[src/rtl/rau_pkg.sv]
`default_nettype none
package rau_pkg;

  localparam int unsigned MaxExponent = 16;
  localparam int unsigned ExpW = $clog2(MaxExponent + 1);

  localparam logic [2:0] OpAdd = 3'd0;
  localparam logic [2:0] OpSub = 3'd1;
  localparam logic [2:0] OpMul = 3'd2;
  localparam logic [2:0] OpDiv = 3'd3;
  localparam logic [2:0] OpPow = 3'd4;

  typedef struct packed {
    logic [2:0]  req_type;
    logic signed [31:0] a_num;
    logic signed [31:0] a_den;
    logic signed [31:0] b_num;
    logic signed [31:0] b_den;
  } req_t;

  typedef struct packed {
    logic signed [63:0] res_num;
    logic [62:0] res_den;
    logic        bad_result;
    logic        exp_overflow;
  } rsp_t;

  // classified request handed from front to back
  typedef enum logic [1:0] {
    KindPass  = 2'd0,
    KindCross = 2'd1,
    KindPow   = 2'd2
  } kind_e;

  typedef struct packed {
    kind_e       kind;
    logic [2:0]  op;
    logic [63:0] an;
    logic [63:0] ad;
    logic [63:0] bn;
    logic [63:0] bd;
  } job_t;

endpackage
`default_nettype wire

[src/rtl/rau_front.sv]
`default_nettype none
module rau_front (
  input  wire logic           clk_i,
  input  wire logic           rst_ni,
  input  wire logic           req_valid_i,
  output logic                req_ready_o,
  input  wire rau_pkg::req_t  req_i,
  output logic                job_valid_o,
  input  wire logic           job_ready_i,
  output rau_pkg::job_t       job_o
);

  // two-entry queue between front and back
  rau_pkg::job_t mem_q [2];
  logic [1:0] cnt_q, cnt_d;
  logic       wp_q, rp_q;
  logic       push, pop;
  rau_pkg::job_t job_d;

  always_comb begin
    job_d.op = req_i.req_type;
    job_d.an = 64'(req_i.a_num);
    job_d.ad = 64'(req_i.a_den);
    job_d.bn = 64'(req_i.b_num);
    job_d.bd = 64'(req_i.b_den);
    if (req_i.a_den == '0 || req_i.b_den == '0) begin
      job_d.kind = rau_pkg::KindPass;
    end else if (req_i.req_type == rau_pkg::OpPow) begin
      job_d.kind = rau_pkg::KindPow;
    end else if (req_i.req_type == rau_pkg::OpAdd || req_i.req_type == rau_pkg::OpSub ||
                 req_i.req_type == rau_pkg::OpMul || req_i.req_type == rau_pkg::OpDiv) begin
      job_d.kind = rau_pkg::KindCross;
    end else begin
      job_d.kind = rau_pkg::KindPass;
    end
  end

  assign req_ready_o = (cnt_q != 2'd2);
  assign job_valid_o = (cnt_q != 2'd0);
  assign job_o       = mem_q[rp_q];
  assign push = req_valid_i && req_ready_o;
  assign pop  = job_valid_o && job_ready_i;

  always_comb begin
    cnt_d = cnt_q;
    if (push && !pop) cnt_d = cnt_q + 2'd1;
    else if (!push && pop) cnt_d = cnt_q - 2'd1;
  end

  always_ff @(posedge clk_i) begin
    if (push) mem_q[wp_q] <= job_d;
  end

  always_ff @(posedge clk_i or negedge rst_ni) begin
    if (!rst_ni) begin
      cnt_q <= '0;
      wp_q  <= 1'b0;
      rp_q  <= 1'b0;
    end else begin
      cnt_q <= cnt_d;
      if (push) wp_q <= ~wp_q;
      if (pop)  rp_q <= ~rp_q;
    end
  end

endmodule
`default_nettype wire

[config.mk]
export PLATFORM = sky130hd
export DESIGN_NAME = rau_front
export DESIGN_NICKNAME = d
export VERILOG_FILES = /design/src/rtl/rau_pkg.sv /design/src/rtl/rau_front.sv
export SDC_FILE = /design/constraint.sdc
export NUM_CORES = 1
export LEC_CHECK = 0
export ABC_AREA = 1
export BUFFER_PORTS_ARGS = -buffer_cell sky130_fd_sc_hd__buf_2
export CAP_MARGIN = 15
export CELL_PAD_IN_SITES_DETAIL_PLACEMENT = 0
export CELL_PAD_IN_SITES_GLOBAL_PLACEMENT = 1
export CORE_MARGIN = 2
export CORE_UTILIZATION = 41
export DETAILED_ROUTE_END_ITERATION = 8
export PLACE_DENSITY = 0.9
export SLEW_MARGIN = 0
export SYNTH_ARGS = -nofsm -noshare
export SYNTH_HDL_FRONTEND = slang
export SYNTH_SLANG_ARGS = --single-unit
[constraint.sdc]
create_clock -name clk_i -period 10.5 [get_ports clk_i]
set_clock_uncertainty 0.1 [all_clocks]
set_input_delay 1.05 -clock clk_i [delete_from_list [all_inputs] [get_ports clk_i]]
set_output_delay 1.05 -clock clk_i [all_outputs]
set_load 0.02 [all_outputs]
# Yosys cells after proc, flatten, opt, wreduce, memory -nomap -nowiden
# Memories as Yosys holds them, arrays and structs flattened.
# Cells that the tools add are included.
[classes]
addsub = 2
mul = 0
div_mod_pow = 0
magnitude_cmp = 0
eq_ne = 5
shift = 0
muxes = 7
bitwise = 2
reduce_logical = 15
[op_table]
columns = ["cell", "count"]
rows = [
  ["$logic_not A32 Y1", 2],
  ["$mux W2", 4],
  ["$eq A3 B2 Y1 const B", 2],
  ["$logic_and A1 B1 Y1", 4],
  ["$logic_or A1 B1 Y1", 4],
  ["$reduce_bool A2 Y1", 2],
  ["$eq A3 B1 Y1 const B", 1],
  ["$eq A3 B3 Y1 const B", 1],
  ["$logic_not A3 Y1", 1],
  ["$mux W1", 3],
  ["$add A2 B1 Y2 const B", 1],
  ["$logic_not A1 Y1", 2],
  ["$ne A2 B2 Y1 const B", 1],
  ["$not A1 Y1", 2],
  ["$sub A2 B1 Y2 const B", 1],
]
[word_totals]
register_bits = 4
latch_bits = 0
ram_bits = 522
romBits = 0
input_bits = 135
output_inout_bits = 263
word_cells = 35
memories = 1
[mem_list]
columns = ["name", "depth", "word_bits", "rd", "rd_ports_with_merged_regs", "write_ports", "line", "source"]
rows = [
  ["mem_q", 2, 261, 1, 0, 1, "rau_front.sv:14", "rau_pkg::job_t mem_q [2];"],
]

# Logic depth before layout (Yosys ltp)
[depth]
ltp_word = 7
ltp_mapped = 8
depth_no_buf = 8

# Worst setup path after synthesis
# OpenSTA, ideal clock, no wires.
[synth_path]
path_kind = "input-to-reg"
start = "input port req_valid_i"
end = "memory mem_q[1][0] in the netlist's numbering (enable)"
setup_ns = 0.628
arrival_time_ns = 6.691
required_ns = 9.772
setup_slack_ns = 3.080
stages = 2
n_path_buf = 0
cell_sequence = "nand2_1 > nor2_1"
[synth_between]
elab_chain_len = 3
[synth_lines]
columns = ["element", "line", "source"]
rows = [
  ["start, declared", "rau_front.sv:5", "input wire logic req_valid_i,"],
  ["$logic_and A1 B1 Y1", "rau_front.sv:41", "assign push = req_valid_i && req_ready_o;"],
  ["$mux W1", "rau_front.sv:51", "if (push) mem_q[wp_q] <= job_d;"],
  ["$mux W1 (implied by the code)", "rau_front.sv:51", ""],
  ["end, declared", "rau_front.sv:14", ""],
]
# Every way passes these cells.

==> reports/metrics.yaml <==
power_and_ir_drop:
  internal_power_mw: 2.56
  comb_power_share_pct: 43.4
  total_leakage_power_nw: 6.05
  p_switching_mw: 1.88
  pwr_density_cell_nw_per_um2: 331
  finalPower_mw: 4.44
  p_sw_share_pct: 42.4
  p_clk_share_pct: 21.6
  vdd_drop_max_mv: 0.171
  sequentialPowerShare_pct: 35.0
finish:
  drive_gt1_share_pct: 36.7
  nFillCells: 2353
  layoutNonFillerInstCount: 1571
  syn2layout_area_growth_pct: 19.9
  nets: 1338
  multi_input_area_sq_um: 1840
  regArea_sq_um: 8090
detailed_routing:
  top_layer: "met5"
  vias: 7070
  drtIter0Drc: 420
  dr_wl_met3_mm: 1.83
  wire_per_inst_microns: 15.5
  first_pass_iters: 5
  met1Wirelength_mm: 9.50
  drc: 0
  via_per_inst: 4.50
  antenna_left: 0
  wirelength_mm: 24.4
  dr_wl_met2_mm: 12.4
clock_network:
  htree_num_levels: 1
  post_cts_resized: 0
  holdBufCountCts: 0
  post_cts_buffers: 0
  clk_latency_ns: 0.52
  numCtsBuffers: 27
  path_clk_slew_ns: 0.06
  clockBufferDepth: 3
  cts_tree: "yes"
  cts_sinks: 270
  cts_root_buf: "clkbuf_16"
floorplanning:
  ios: 398
  start_util_pct: 41.6
  die_w_microns: 169
  core_region_area_sq_um: 26900
  die-area_sq_um: 28600
  rows: 60
  die_height_microns: 169
place:
  dp_cells: 1514
  hpwl_mm: 16.4
  pre_cts_ws_ns: 6.74
  io_buffer_count: 397
  gp_congestion: 0.747
timing:
  rsz0062_at_grt: "no"
  period_needed_ns: 4.21
  maxSlewViolCount: 0
  max-slew-margin-rel_pct: 29.0
  setup-tns-final_ns: 0
  worstMarginPinSlew_ns: 1.06
  whs_ns: 0.231
  clock.fmax_mhz: 237
  finalSetupViolCount: 0
  hold_violations: 0
  setup_slack_ns: 6.29
  fin_crit_sh_pct: 40.1
global_route:
  grt_pass1_wl_mm: 35.9
  overflow: 0
  grt_pass1_vias: 6568
  track_usage_pct: 16.3
  grt_antenna_before_repair: 10
  grt_max_degree: 92
setup_path:
  cp_top_family: "buffers and inverters"
  crit_fanout: 80
  worstPathArrival_ns: 3.06
  slowest_delay_ns: 0.81
  slowest_stage: "buf_4"
  critical_path.startpoint_type: "register"
  cpMostUsedCell: "nand2_1"
  cp.buffers_inverters: 3
  path_cells: "inv_4 > buf_4 > nand2_1 > nand2_1 > buf_2"
  cp.required_ns: 9.35
  crit_type: "reg2out"
  cp-end-kind: "primary output"
synthesis:
  synth_area_sq_um: 11200
  yosysWarnings: 0
  synthCells: 926
  syn_area_per_cell_sq_um: 12.1
  synth_top_area_share_pct: 71.5
  synth_largest_area_cell: "edfxtp_1"
  synth_fp_nets: 1062
  synthTopCellsByArea: "edfxtp_1, nand2_1, buf_4"
  synth_cell_types: 16
  ys_ff_latch: 270
  ys_seq_area_share_pct: 72.4
run:
  maxCapViolations: 0
status:
  outcome: "finished clean"
worst_hold_path:
  hp-class: "in2async"
[layer usage]
layer,vias to the layer above,track usage (%)
li1,3474,-
met1,3258,20.0
met2,295,28.5
met3,41,4.12
met4,2,5.39
met5,-,0
[layout by cell type (no fill, tap or decap), drive strengths merged, types with 2 or more instances in the layout]
cell type,n
nand2,422
buf,404
edfxtp,266
nor2,38
clkbuf,30
inv,26
clkinv,12
diode,9
and2,5
bufinv,4
dfrtp,4
nand4,3
xor2,2
[power by group through the flow]
stage | clock network, mW | registers [mW] | logic, mW
6_report | 0.957 | 1.55 | 1.93
5_1_grt | 1.02 | 1.58 | 2.10
4_1_cts | 0.981 | 1.56 | 1.96
3_5_place_dp | 0 | 1.58 | 1.96
3_3_place_gp | 0 | 1.57 | 1.94
2_1_floorplan | 0 | 1.59 | 1.65
[synth_stat cells]
| cell type | number |
|---|---|
| nand2_1 | 422 |
| edfxtp_1 | 266 |
| buf_4 | 131 |
| nor2_1 | 38 |
| inv_1 | 24 |
| buf_2 | 18 |
| buf_6 | 8 |
| and2_1 | 5 |
| dfrtp_1 | 4 |
| nand4_1 | 3 |
| xor2_1 | 2 |
| a21oi_1 | 1 |
| ha_1 | 1 |
| inv_4 | 1 |
| o21ai_0 | 1 |
| xnor2_1 | 1 |
[cell type report]
class                   count  share of cell area, %
flip-flops and latches    270                   60.4
repair buffers            404                   15.2
multi-input cells         474                   13.7
clock buffers              30                   5.13
well taps                 341                   3.18
clock inverters            18                   1.45
inverters                  25                  0.719
diodes                      9                  0.168
[worst paths after layout]
check	startpoint	end	slack (ns)	cells past startpoint
max reg2reg	cnt_q[0]$_DFFE_PN0P_	mem_q[0][218]$_DFFE_PP_	7.97	6
min reg2reg	cnt_q[0]$_DFFE_PN0P_	cnt_q[0]$_DFFE_PN0P_	0.39	1
max in group asynchronous	rst_ni	rp_q$_DFFE_PN0P_	9.92	1
max	rp_q$_DFFE_PN0P_	job_o[142]	6.29	5
min	rst_ni	cnt_q[0]$_DFFE_PN0P_	0.23	1
min in group clk_i	cnt_q[0]$_DFFE_PN0P_	cnt_q[0]$_DFFE_PN0P_	0.39	1
[per-stage QoR]
stage | instance area [sq um] | util, %
floorplan | 11200 | -
global placement | 12500 | 46.5
detailed placement | 12500 | 46.5
CTS | 13400 | 49.8
global route | 13400 | 49.8
finish | 13400 | 49.9
[cells by family (layout without fill, tap and decap cells)]
family,Yosys count,in the layout,synth area share [%]
and+or+nand+nor,468,468,15.9
DFF,270,270,72.4
buffers and inverters,182,477,11.3
xor gates and xnor gates,3,3,0.235
AOI/OAI and AO/OA,2,2,0.0895
adders and majority gates,1,1,0.112
other,0,9,0
[worst register-to-register path: stages, from the launching register on]
cell	delay, ns
dfrtp_1	0.37
inv_1	0.08
nand2_1	0.07
nand2_1	0.15
nor2_4	0.12
buf_4	0.53
buf_4	0.67
[flip-flops by register name, summed over array words and instances (netlist names)]
register and flops:
wp_q 1, rp_q 1, cnt_q 2, mem_q 266
No activity file was read; power rests on OpenSTA's default activity.
